--- src/sv/sia_pkg.sv ---
// sia_pkg: shared types and constants of the session id allocator.
// No dependencies; used by the interfaces, controller, datapath and top level.
package sia_pkg;

  localparam int unsigned HANDLE_W = 16;
  localparam int unsigned ID_W = 16;
  localparam int unsigned OCC_W = 6;
  localparam int unsigned STATUS_W = 2;
  localparam logic [ID_W-1:0] ID_BASE_RESET = 16'd1000;

  localparam logic REQ_LOGIN = 1'b0;
  localparam logic REQ_LOGOUT = 1'b1;

  typedef enum logic [STATUS_W-1:0] {
    ST_GRANTED   = 2'd0,
    ST_FULL      = 2'd1,
    ST_REMOVED   = 2'd2,
    ST_NOT_FOUND = 2'd3
  } status_t;

  typedef enum logic [1:0] {
    S_IDLE,
    S_SEARCH,
    S_UPDATE
  } state_t;

  typedef struct packed {
    logic load;
    logic search;
    logic update;
  } sia_cmd_t;

  typedef struct packed {
    logic slot_free;
  } sia_stat_t;

endpackage

--- src/sv/sia_ifs.sv ---
// sia_ifs: valid/ready channel interfaces for requests, responses and config.
// Depends on sia_pkg for field widths.
interface sia_req_if;
  logic                          valid;
  logic                          ready;
  logic                          req_type;
  logic [sia_pkg::HANDLE_W-1:0]  handle;
  modport source (output valid, req_type, handle, input ready);
  modport sink (input valid, req_type, handle, output ready);
endinterface

interface sia_rsp_if;
  logic                          valid;
  logic                          ready;
  logic [sia_pkg::STATUS_W-1:0]  status;
  logic [sia_pkg::ID_W-1:0]      session_id;
  logic [sia_pkg::OCC_W-1:0]     occupancy;
  modport source (output valid, status, session_id, occupancy, input ready);
  modport sink (input valid, status, session_id, occupancy, output ready);
endinterface

interface sia_cfg_if;
  logic                      valid;
  logic                      ready;
  logic [sia_pkg::ID_W-1:0]  data;
  modport source (output valid, data, input ready);
  modport sink (input valid, data, output ready);
endinterface

--- src/sv/session_id_allocator.sv ---
// session_id_allocator: top level joining the controller and the datapath.
// Depends on sia_pkg, sia_ifs, sia_ctrl and sia_dp.
//
// Keeps up to MAX_SESSIONS open sessions in arrival order. A login (req_type 0)
// appends the handle with the lowest free id at or above id_base; a logout
// (req_type 1) removes the oldest entry with that handle and reports its id.
// Every request yields one response with status, id and occupancy. A request
// passes through S_SEARCH, which compares the handle against all entries and
// picks the lowest free offset, and S_UPDATE, which updates the table and
// loads the response register. A new request is taken while a response waits,
// but the update stalls until the response register is free. Write id_base
// only when idle; open ids follow a new base.
module session_id_allocator #(
  parameter int unsigned MAX_SESSIONS = 32
) (
  input logic       clk,
  input logic       rst,
  sia_req_if.sink   req,
  sia_rsp_if.source rsp,
  sia_cfg_if.sink   cfg
);

  sia_pkg::sia_cmd_t  cmd;
  sia_pkg::sia_stat_t stat;
  logic               in_ready;

  assign req.ready = in_ready;
  assign cfg.ready = 1'b1;

  sia_ctrl u_ctrl (
    .clk      (clk),
    .rst      (rst),
    .in_valid (req.valid),
    .stat     (stat),
    .in_ready (in_ready),
    .cmd      (cmd)
  );

  sia_dp #(
    .MAX_SESSIONS (MAX_SESSIONS)
  ) u_dp (
    .clk            (clk),
    .rst            (rst),
    .cmd            (cmd),
    .stat           (stat),
    .in_req_type    (req.req_type),
    .in_handle      (req.handle),
    .cfg_we         (cfg.valid),
    .cfg_data       (cfg.data),
    .out_ready      (rsp.ready),
    .out_valid      (rsp.valid),
    .out_status     (rsp.status),
    .out_session_id (rsp.session_id),
    .out_occupancy  (rsp.occupancy)
  );

endmodule

--- src/sv/sia_ctrl.sv ---
// sia_ctrl: request sequencing state machine (accept, search, update).
// Depends on sia_pkg for the state, command and status types.
module sia_ctrl (
  input  logic               clk,
  input  logic               rst,
  input  logic               in_valid,
  input  sia_pkg::sia_stat_t stat,
  output logic               in_ready,
  output sia_pkg::sia_cmd_t  cmd
);

  sia_pkg::state_t state, state_next;

  always_ff @(posedge clk) begin
    if (rst) begin
      state <= sia_pkg::S_IDLE;
    end else begin
      state <= state_next;
    end
  end

  always_comb begin
    state_next = state;
    case (state)
      sia_pkg::S_IDLE: begin
        if (in_valid) state_next = sia_pkg::S_SEARCH;
      end
      sia_pkg::S_SEARCH: begin
        state_next = sia_pkg::S_UPDATE;
      end
      sia_pkg::S_UPDATE: begin
        if (stat.slot_free) begin
          state_next = in_valid ? sia_pkg::S_SEARCH : sia_pkg::S_IDLE;
        end
      end
      default: begin
        state_next = sia_pkg::S_IDLE;
      end
    endcase
  end

  always_comb begin
    in_ready   = 1'b0;
    cmd.search = 1'b0;
    cmd.update = 1'b0;
    case (state)
      sia_pkg::S_IDLE: begin
        in_ready = 1'b1;
      end
      sia_pkg::S_SEARCH: begin
        cmd.search = 1'b1;
      end
      sia_pkg::S_UPDATE: begin
        in_ready   = stat.slot_free;
        cmd.update = stat.slot_free;
      end
      default: begin
        in_ready = 1'b0;
      end
    endcase
    cmd.load = in_ready & in_valid;
  end

endmodule

--- src/sv/sia_dp.sv ---
// sia_dp: session table, offset bitmap, match/free search and response register.
// Depends on sia_pkg for widths, codes and the command/status types.
module sia_dp #(
  parameter int unsigned MAX_SESSIONS = 32
) (
  input  logic                          clk,
  input  logic                          rst,
  input  sia_pkg::sia_cmd_t             cmd,
  output sia_pkg::sia_stat_t            stat,
  input  logic                          in_req_type,
  input  logic [sia_pkg::HANDLE_W-1:0]  in_handle,
  input  logic                          cfg_we,
  input  logic [sia_pkg::ID_W-1:0]      cfg_data,
  input  logic                          out_ready,
  output logic                          out_valid,
  output logic [sia_pkg::STATUS_W-1:0]  out_status,
  output logic [sia_pkg::ID_W-1:0]      out_session_id,
  output logic [sia_pkg::OCC_W-1:0]     out_occupancy
);

  localparam int unsigned OFF_W = $clog2(MAX_SESSIONS);
  localparam int unsigned CNT_W = $clog2(MAX_SESSIONS + 1);
  localparam logic [CNT_W-1:0] CNT_MAX = CNT_W'(MAX_SESSIONS);

  logic [sia_pkg::HANDLE_W-1:0] ent_handle [MAX_SESSIONS];
  logic [OFF_W-1:0]             ent_offset [MAX_SESSIONS];
  logic [CNT_W-1:0]             count, count_next;
  logic [MAX_SESSIONS-1:0]      used, used_next;
  logic [MAX_SESSIONS-1:0]      hit, free;
  logic [sia_pkg::ID_W-1:0]     id_base;
  logic                         req_type;
  logic [sia_pkg::HANDLE_W-1:0] req_handle;

  logic [MAX_SESSIONS-1:0] match, avail, shift_ge;
  logic [OFF_W-1:0]        free_off, freed_off;
  logic                    login_ok, logout_hit;
  logic [sia_pkg::STATUS_W-1:0] rsp_status;
  logic [sia_pkg::ID_W-1:0]     rsp_id;

  assign stat.slot_free = ~out_valid | out_ready;

  always_comb begin
    for (int g = 0; g < MAX_SESSIONS; g++) begin
      match[g] = (CNT_W'(g) < count) && (ent_handle[g] == req_handle);
    end
    avail = ~used;
  end

  always_comb begin
    free_off  = '0;
    freed_off = '0;
    for (int g = 0; g < MAX_SESSIONS; g++) begin
      if (free[g]) free_off = free_off | OFF_W'(g);
      if (hit[g]) freed_off = freed_off | ent_offset[g];
    end
  end

  assign shift_ge   = ~(hit - MAX_SESSIONS'(1));
  assign login_ok   = (req_type == sia_pkg::REQ_LOGIN) && (count != CNT_MAX);
  assign logout_hit = (req_type == sia_pkg::REQ_LOGOUT) && (hit != '0);

  always_comb begin
    count_next = count;
    used_next  = used;
    rsp_id     = '0;
    if (req_type == sia_pkg::REQ_LOGIN) begin
      if (login_ok) begin
        rsp_status = sia_pkg::ST_GRANTED;
        rsp_id     = id_base + sia_pkg::ID_W'(free_off);
        count_next = count + CNT_W'(1);
        used_next  = used | free;
      end else begin
        rsp_status = sia_pkg::ST_FULL;
      end
    end else begin
      if (logout_hit) begin
        rsp_status = sia_pkg::ST_REMOVED;
        rsp_id     = id_base + sia_pkg::ID_W'(freed_off);
        count_next = count - CNT_W'(1);
        for (int g = 0; g < MAX_SESSIONS; g++) begin
          if (freed_off == OFF_W'(g)) used_next[g] = 1'b0;
        end
      end else begin
        rsp_status = sia_pkg::ST_NOT_FOUND;
      end
    end
  end

  always_ff @(posedge clk) begin
    if (rst) begin
      count     <= '0;
      used      <= '0;
      id_base   <= sia_pkg::ID_BASE_RESET;
      out_valid <= 1'b0;
    end else begin
      if (cfg_we) id_base <= cfg_data;
      if (cmd.update) begin
        count     <= count_next;
        used      <= used_next;
        out_valid <= 1'b1;
      end else if (out_ready) begin
        out_valid <= 1'b0;
      end
    end
  end

  always_ff @(posedge clk) begin
    if (cmd.load) begin
      req_type   <= in_req_type;
      req_handle <= in_handle;
    end
    if (cmd.search) begin
      hit  <= match & (~match + MAX_SESSIONS'(1));
      free <= avail & (~avail + MAX_SESSIONS'(1));
    end
    if (cmd.update) begin
      out_status     <= rsp_status;
      out_session_id <= rsp_id;
      out_occupancy  <= sia_pkg::OCC_W'(count_next);
    end
  end

  for (genvar g = 0; g < MAX_SESSIONS; g++) begin : g_ent
    if (g < MAX_SESSIONS - 1) begin : g_shift
      always_ff @(posedge clk) begin
        if (cmd.update && login_ok && (count == CNT_W'(g))) begin
          ent_handle[g] <= req_handle;
          ent_offset[g] <= free_off;
        end else if (cmd.update && logout_hit && shift_ge[g]) begin
          ent_handle[g] <= ent_handle[g+1];
          ent_offset[g] <= ent_offset[g+1];
        end
      end
    end else begin : g_last
      always_ff @(posedge clk) begin
        if (cmd.update && login_ok && (count == CNT_W'(g))) begin
          ent_handle[g] <= req_handle;
          ent_offset[g] <= free_off;
        end
      end
    end
  end

endmodule

--- src/flat_wrapper.sv ---
// flat-port wrapper written by rule: the top's interface ports become plain ports
module session_id_allocator_flat 
#(
  parameter int unsigned MAX_SESSIONS = 32
)
  (clk, rst, req_valid, req_req_type, req_handle, req_ready, rsp_valid, rsp_status, rsp_session_id, rsp_occupancy, rsp_ready, cfg_valid, cfg_data, cfg_ready);
  sia_req_if req_i ();
  sia_rsp_if rsp_i ();
  sia_cfg_if cfg_i ();
  input logic clk;
  input logic rst;
  input wire logic [$bits(req_i.valid)-1:0] req_valid;
  input wire logic [$bits(req_i.req_type)-1:0] req_req_type;
  input wire logic [$bits(req_i.handle)-1:0] req_handle;
  output wire logic [$bits(req_i.ready)-1:0] req_ready;
  output wire logic [$bits(rsp_i.valid)-1:0] rsp_valid;
  output wire logic [$bits(rsp_i.status)-1:0] rsp_status;
  output wire logic [$bits(rsp_i.session_id)-1:0] rsp_session_id;
  output wire logic [$bits(rsp_i.occupancy)-1:0] rsp_occupancy;
  input wire logic [$bits(rsp_i.ready)-1:0] rsp_ready;
  input wire logic [$bits(cfg_i.valid)-1:0] cfg_valid;
  input wire logic [$bits(cfg_i.data)-1:0] cfg_data;
  output wire logic [$bits(cfg_i.ready)-1:0] cfg_ready;
  assign req_i.valid = req_valid;
  assign req_i.req_type = req_req_type;
  assign req_i.handle = req_handle;
  assign req_ready = req_i.ready;
  assign rsp_valid = rsp_i.valid;
  assign rsp_status = rsp_i.status;
  assign rsp_session_id = rsp_i.session_id;
  assign rsp_occupancy = rsp_i.occupancy;
  assign rsp_i.ready = rsp_ready;
  assign cfg_i.valid = cfg_valid;
  assign cfg_i.data = cfg_data;
  assign cfg_ready = cfg_i.ready;
  session_id_allocator #(.MAX_SESSIONS(MAX_SESSIONS)) u_core (.clk(clk), .rst(rst), .req(req_i), .rsp(rsp_i), .cfg(cfg_i));
endmodule
--- config.mk ---
export PLATFORM = sky130hd
export DESIGN_NAME = session_id_allocator_flat
export DESIGN_NICKNAME = d
export VERILOG_FILES = /design/src/sv/sia_pkg.sv /design/src/sv/sia_ifs.sv /design/src/sv/session_id_allocator.sv /design/src/sv/sia_ctrl.sv /design/src/sv/sia_dp.sv /design/src/flat_wrapper.sv
export SDC_FILE = /design/constraint.sdc
export NUM_CORES = 2
export LEC_CHECK = 0
export BUFFER_PORTS_ARGS = -buffer_cell sky130_fd_sc_hd__buf_2
export CAP_MARGIN = 20
export CORE_MARGIN = 8
export CORE_UTILIZATION = 40
export DETAILED_ROUTE_END_ITERATION = 10
export HOLD_SLACK_MARGIN = 0.06
export PLACE_DENSITY = 0.54
export SLEW_MARGIN = 20
export SYNTH_ARGS = -nofsm -noshare
export SYNTH_HDL_FRONTEND = slang
export SYNTH_HIERARCHICAL = 1
export SYNTH_SLANG_ARGS = --single-unit
export TNS_END_PERCENT = 50
--- constraint.sdc ---
create_clock -name clk -period 5.6 [get_ports clk]
set_input_delay 0.28 -clock clk [delete_from_list [all_inputs] [get_ports clk]]
set_output_delay 0.28 -clock clk [all_outputs]
set_load 0.02 [all_outputs]
==> out/metrics.yaml <==
status: "completed"
drtPass1Iterations: 8
htreeDepth: 3
ys.flop_type: "edfxtp_1"
cts_buffer_depth: 3
synthTopCellsByCount: "edfxtp_1, mux2_2, xor2_1"
synth_nets: 3467
hold_end: "u_core/u_dp/id_base[4]"
grt_pass1_vias: 27700
fin_skew_ps: 32.1
wl_microns: 129000
antenna_found_initial: 2
peakVddDrop_uv: 259
antenna_left: 0
drive_gt1_frac: 0.253
hold_depth: 3
worstSetupEndpointType: "register"
yosys.area.top_type_share: 0.534
swShare: 0.230
clock-sinks: 834
syn_avg_cell_area_sq_um: 12.8
grt_max_degree: 65
timing.hold.ws_ps: 156
synth_edf_count: 777
synth_most_common_cell: "edfxtp_1"
clkPwrFrac: 0.445
die_w_microns: 347
clock_latency_ps: 690
cts_buffers: 97
r2r-start: "u_core/u_dp/count[0]"
slew_headroom: 0.263
rows: 121
root_buffer: "clkbuf_16"
crit_chain: "inv_1 -> ha_1 -> nand2_1 -> o41a_1 -> nand2_1 -> nor3_1 -> nand3_1 -> o31ai_4"
critPathLaunchType: "register"
grt_usage: 0.209
syn_inst: 3411
io_buffers: 63
p_int_mw: 11.2
rrSetupSlack_ps: 1230
p_leak_nw: 16.1
grt_pass1_wl_microns: 191000
tightest_slew_ps: 1100
cap_viol_max_count: 0
rsz0062_at_grt: "no"
critPathSlowestCell: "o31ai_4"
yosysWarnings: 6
min_period_ps: 4370
vias: 27500
drc_errors: 0
fin_crit_sh: 0.779
crit_top_cell: "nand2_1"
coreArea_sq_um: 109000
synth_area_leader_cell: "edfxtp_1"
switchingPower_mw: 3.33
syn2layout_area_growth_pct: 13.3
cts_tree: "done"
syn-cell-area_sq_um: 43700
criticalPathCategory: "reg2reg"
ys_ff_latch: 834
cp_slowest_stage_delay_ps: 1080
place_congestion: 1.04
final-setup-viol-count: 0
crit_fanout: 21
tns_ps: 0
place_hpwl_microns: 91900
die_area_sq_um: 120000
io_pins: 65
fmax_mhz: 229
finalMaxSlewViolations: 0
seq_area_frac_synth: 0.560
crit_arrival_ps: 4650
overflow: 0
layout.nets: 3514
p_comb_frac: 0.073
initial_utilization: 0.402
drtIter0Drc: 2505
worstReg2RegEnd: "u_core/u_dp/ent_handle[0][89]"
crit_required_ps: 5880
hold_class: "in2reg"
vias_per_cell: 5.56
final_hold_viol_count: 0
wl_per_cell_microns: 26.1
synthArstFlopShare: 0
worstRegToRegCells: 8
power_density_nw_per_um2: 293
synthTopCellsByArea: "edfxtp_1, mux2_2, xor2_1"
antenna_cells: 0
path_clk_slew_ps: 60
power_frac_seq: 0.482
fp.dieH_microns: 347
synthDistinctLibCells: 78
hold_start: "cfg_valid"
## cell type report
class | instances | area [sq um]
Fill cell | 9774 | 59200
Sequential cell | 834 | 24500
Multi-Input combinational cell | 2278 | 18200
Clock buffer | 132 | 2670
Tap cell | 1414 | 1770
Timing Repair Buffer | 215 | 1720
Clock inverter | 48 | 578
Inverter | 32 | 120
## layer usage
metal | GRT usage | vias to the layer above | share of wire | routed length, microns
met5 | 0 | - | 0 | 0
met4 | 0.0577 | 0 | 0.028 | 3570
met3 | 0.0322 | 180 | 0.052 | 6750
met2 | 0.347 | 754 | 0.48 | 61400
met1 | 0.285 | 13900 | 0.45 | 57600
li1 | - | 12700 | - | -
## power groups by stage
stage | logic [mW] | clock network (mW) | registers, mW
6_report | 1.05 | 6.46 | 7.00
5_1_grt | 1.14 | 6.85 | 7.00
4_1_cts | 1.06 | 6.62 | 7.00
3_5_place_dp | 1.03 | 0 | 7.13
3_3_place_gp | 1.03 | 0 | 7.13
2_1_floorplan | 0.749 | 0 | 7.07
## state kept, by name (all words and copies together) (netlist names)
register / flops
u_core/u_dp/used: 32
u_core/u_dp/free: 32
u_core/u_dp/count: 6
u_core/u_dp/hit: 32
u_core/u_dp/req_handle: 16
u_core/u_dp/out_occupancy: 6
u_core/u_dp/out_valid: 1
u_core/u_dp/ent_handle: 512
u_core/u_dp/id_base: 16
u_core/u_dp/req_type: 1
u_core/u_dp/ent_offset: 160
u_core/u_ctrl/state: 2
u_core/u_dp/out_session_id: 16
u_core/u_dp/out_status: 2
## cells by family after synthesis
group | Yosys count | synth area share
flip-flops | 834 | 0.560
AND/OR/NAND/NOR | 789 | 0.0928
XOR/XNOR | 553 | 0.111
multiplexers | 549 | 0.148
AO/OA/AOI/OAI | 368 | 0.0522
buffers and inverters | 299 | 0.0308
adder cells (fa/ha/maj) | 18 | 0.00549
other | 1 | 0.0000858
## worst max-delay path, delay by kind of cell (launching register included)
family,cells,cell delay (ps)
AND/OR/NAND/NOR,4,1460
flip-flops,1,510
adder cells (fa/ha/maj),1,240
buffers and inverters,1,170
AO/OA/AOI/OAI,2,1580
## cell usage in the layout, fill, tap and decap left out, drive strengths merged, types with 16 or more instances in the layout
| cell type | netlist | final |
|---|---|---|
| buf | 125 | 180 |
| nand3 | 43 | 43 |
| dlygate4sd3 | 0 | 35 |
| nand2 | 207 | 207 |
| clkinv | 2 | 35 |
| xor2 | 305 | 305 |
| nor3 | 49 | 49 |
| a22oi | 73 | 73 |
| xnor2 | 248 | 248 |
| mux2 | 539 | 539 |
| clkbuf | 142 | 132 |
| nor4 | 110 | 110 |
| or4 | 24 | 24 |
| a21oi | 138 | 138 |
| nand4 | 92 | 92 |
| nor2 | 177 | 177 |
| inv | 30 | 34 |
| o21ai | 66 | 66 |
| dfxtp | 57 | 57 |
| edfxtp | 777 | 777 |
| ha | 16 | 16 |
| nor2b | 16 | 16 |
## metrics by stage
stage                     cell area (sq um)  cells  total power [mW]  setup WS [ps]  utilization
after floorplan                       43700   3411              7.82            725            -
after detailed placement              45800   4735              8.16           1240        0.422
after global routing                  49500   4953              15.0            974        0.456
after CTS                             49400   4950              14.7           1230        0.455
after global placement                45800   4734              8.15           1230        0.421
final                                 49500   4953              14.5           1230        0.456
## worst max path at each step
| stage | endpoint | cells after the start | from | slack (ps) |
|---|---|---|---|---|
| 6_report | u_core/u_dp/ent_handle[0][89] | 8 | u_core/u_dp/count[0] | 1230 |
| 4_1_cts | u_core/u_dp/hit[27] | 9 | u_core/u_dp/req_handle[13] | 1230 |
| 2_1_floorplan | u_core/u_dp/ent_handle[1][128] | 9 | u_core/u_dp/out_valid | 730 |
| 5_1_grt | u_core/u_dp/ent_handle[0][90] | 8 | u_core/u_dp/count[0] | 970 |
| 3_5_place_dp | u_core/u_dp/hit[27] | 9 | u_core/u_dp/req_handle[13] | 1240 |
| 3_3_place_gp | u_core/u_dp/hit[27] | 9 | u_core/u_dp/req_handle[13] | 1230 |
## timing repair
action | 4_1_cts | 5_1_grt
gates resized for setup | 0 | 0
endpoints found under the hold margin | 36 | 0
hold buffers | 35 | 0
buffers inserted | 0 | 0
Power figures use the tool's default switching activity.
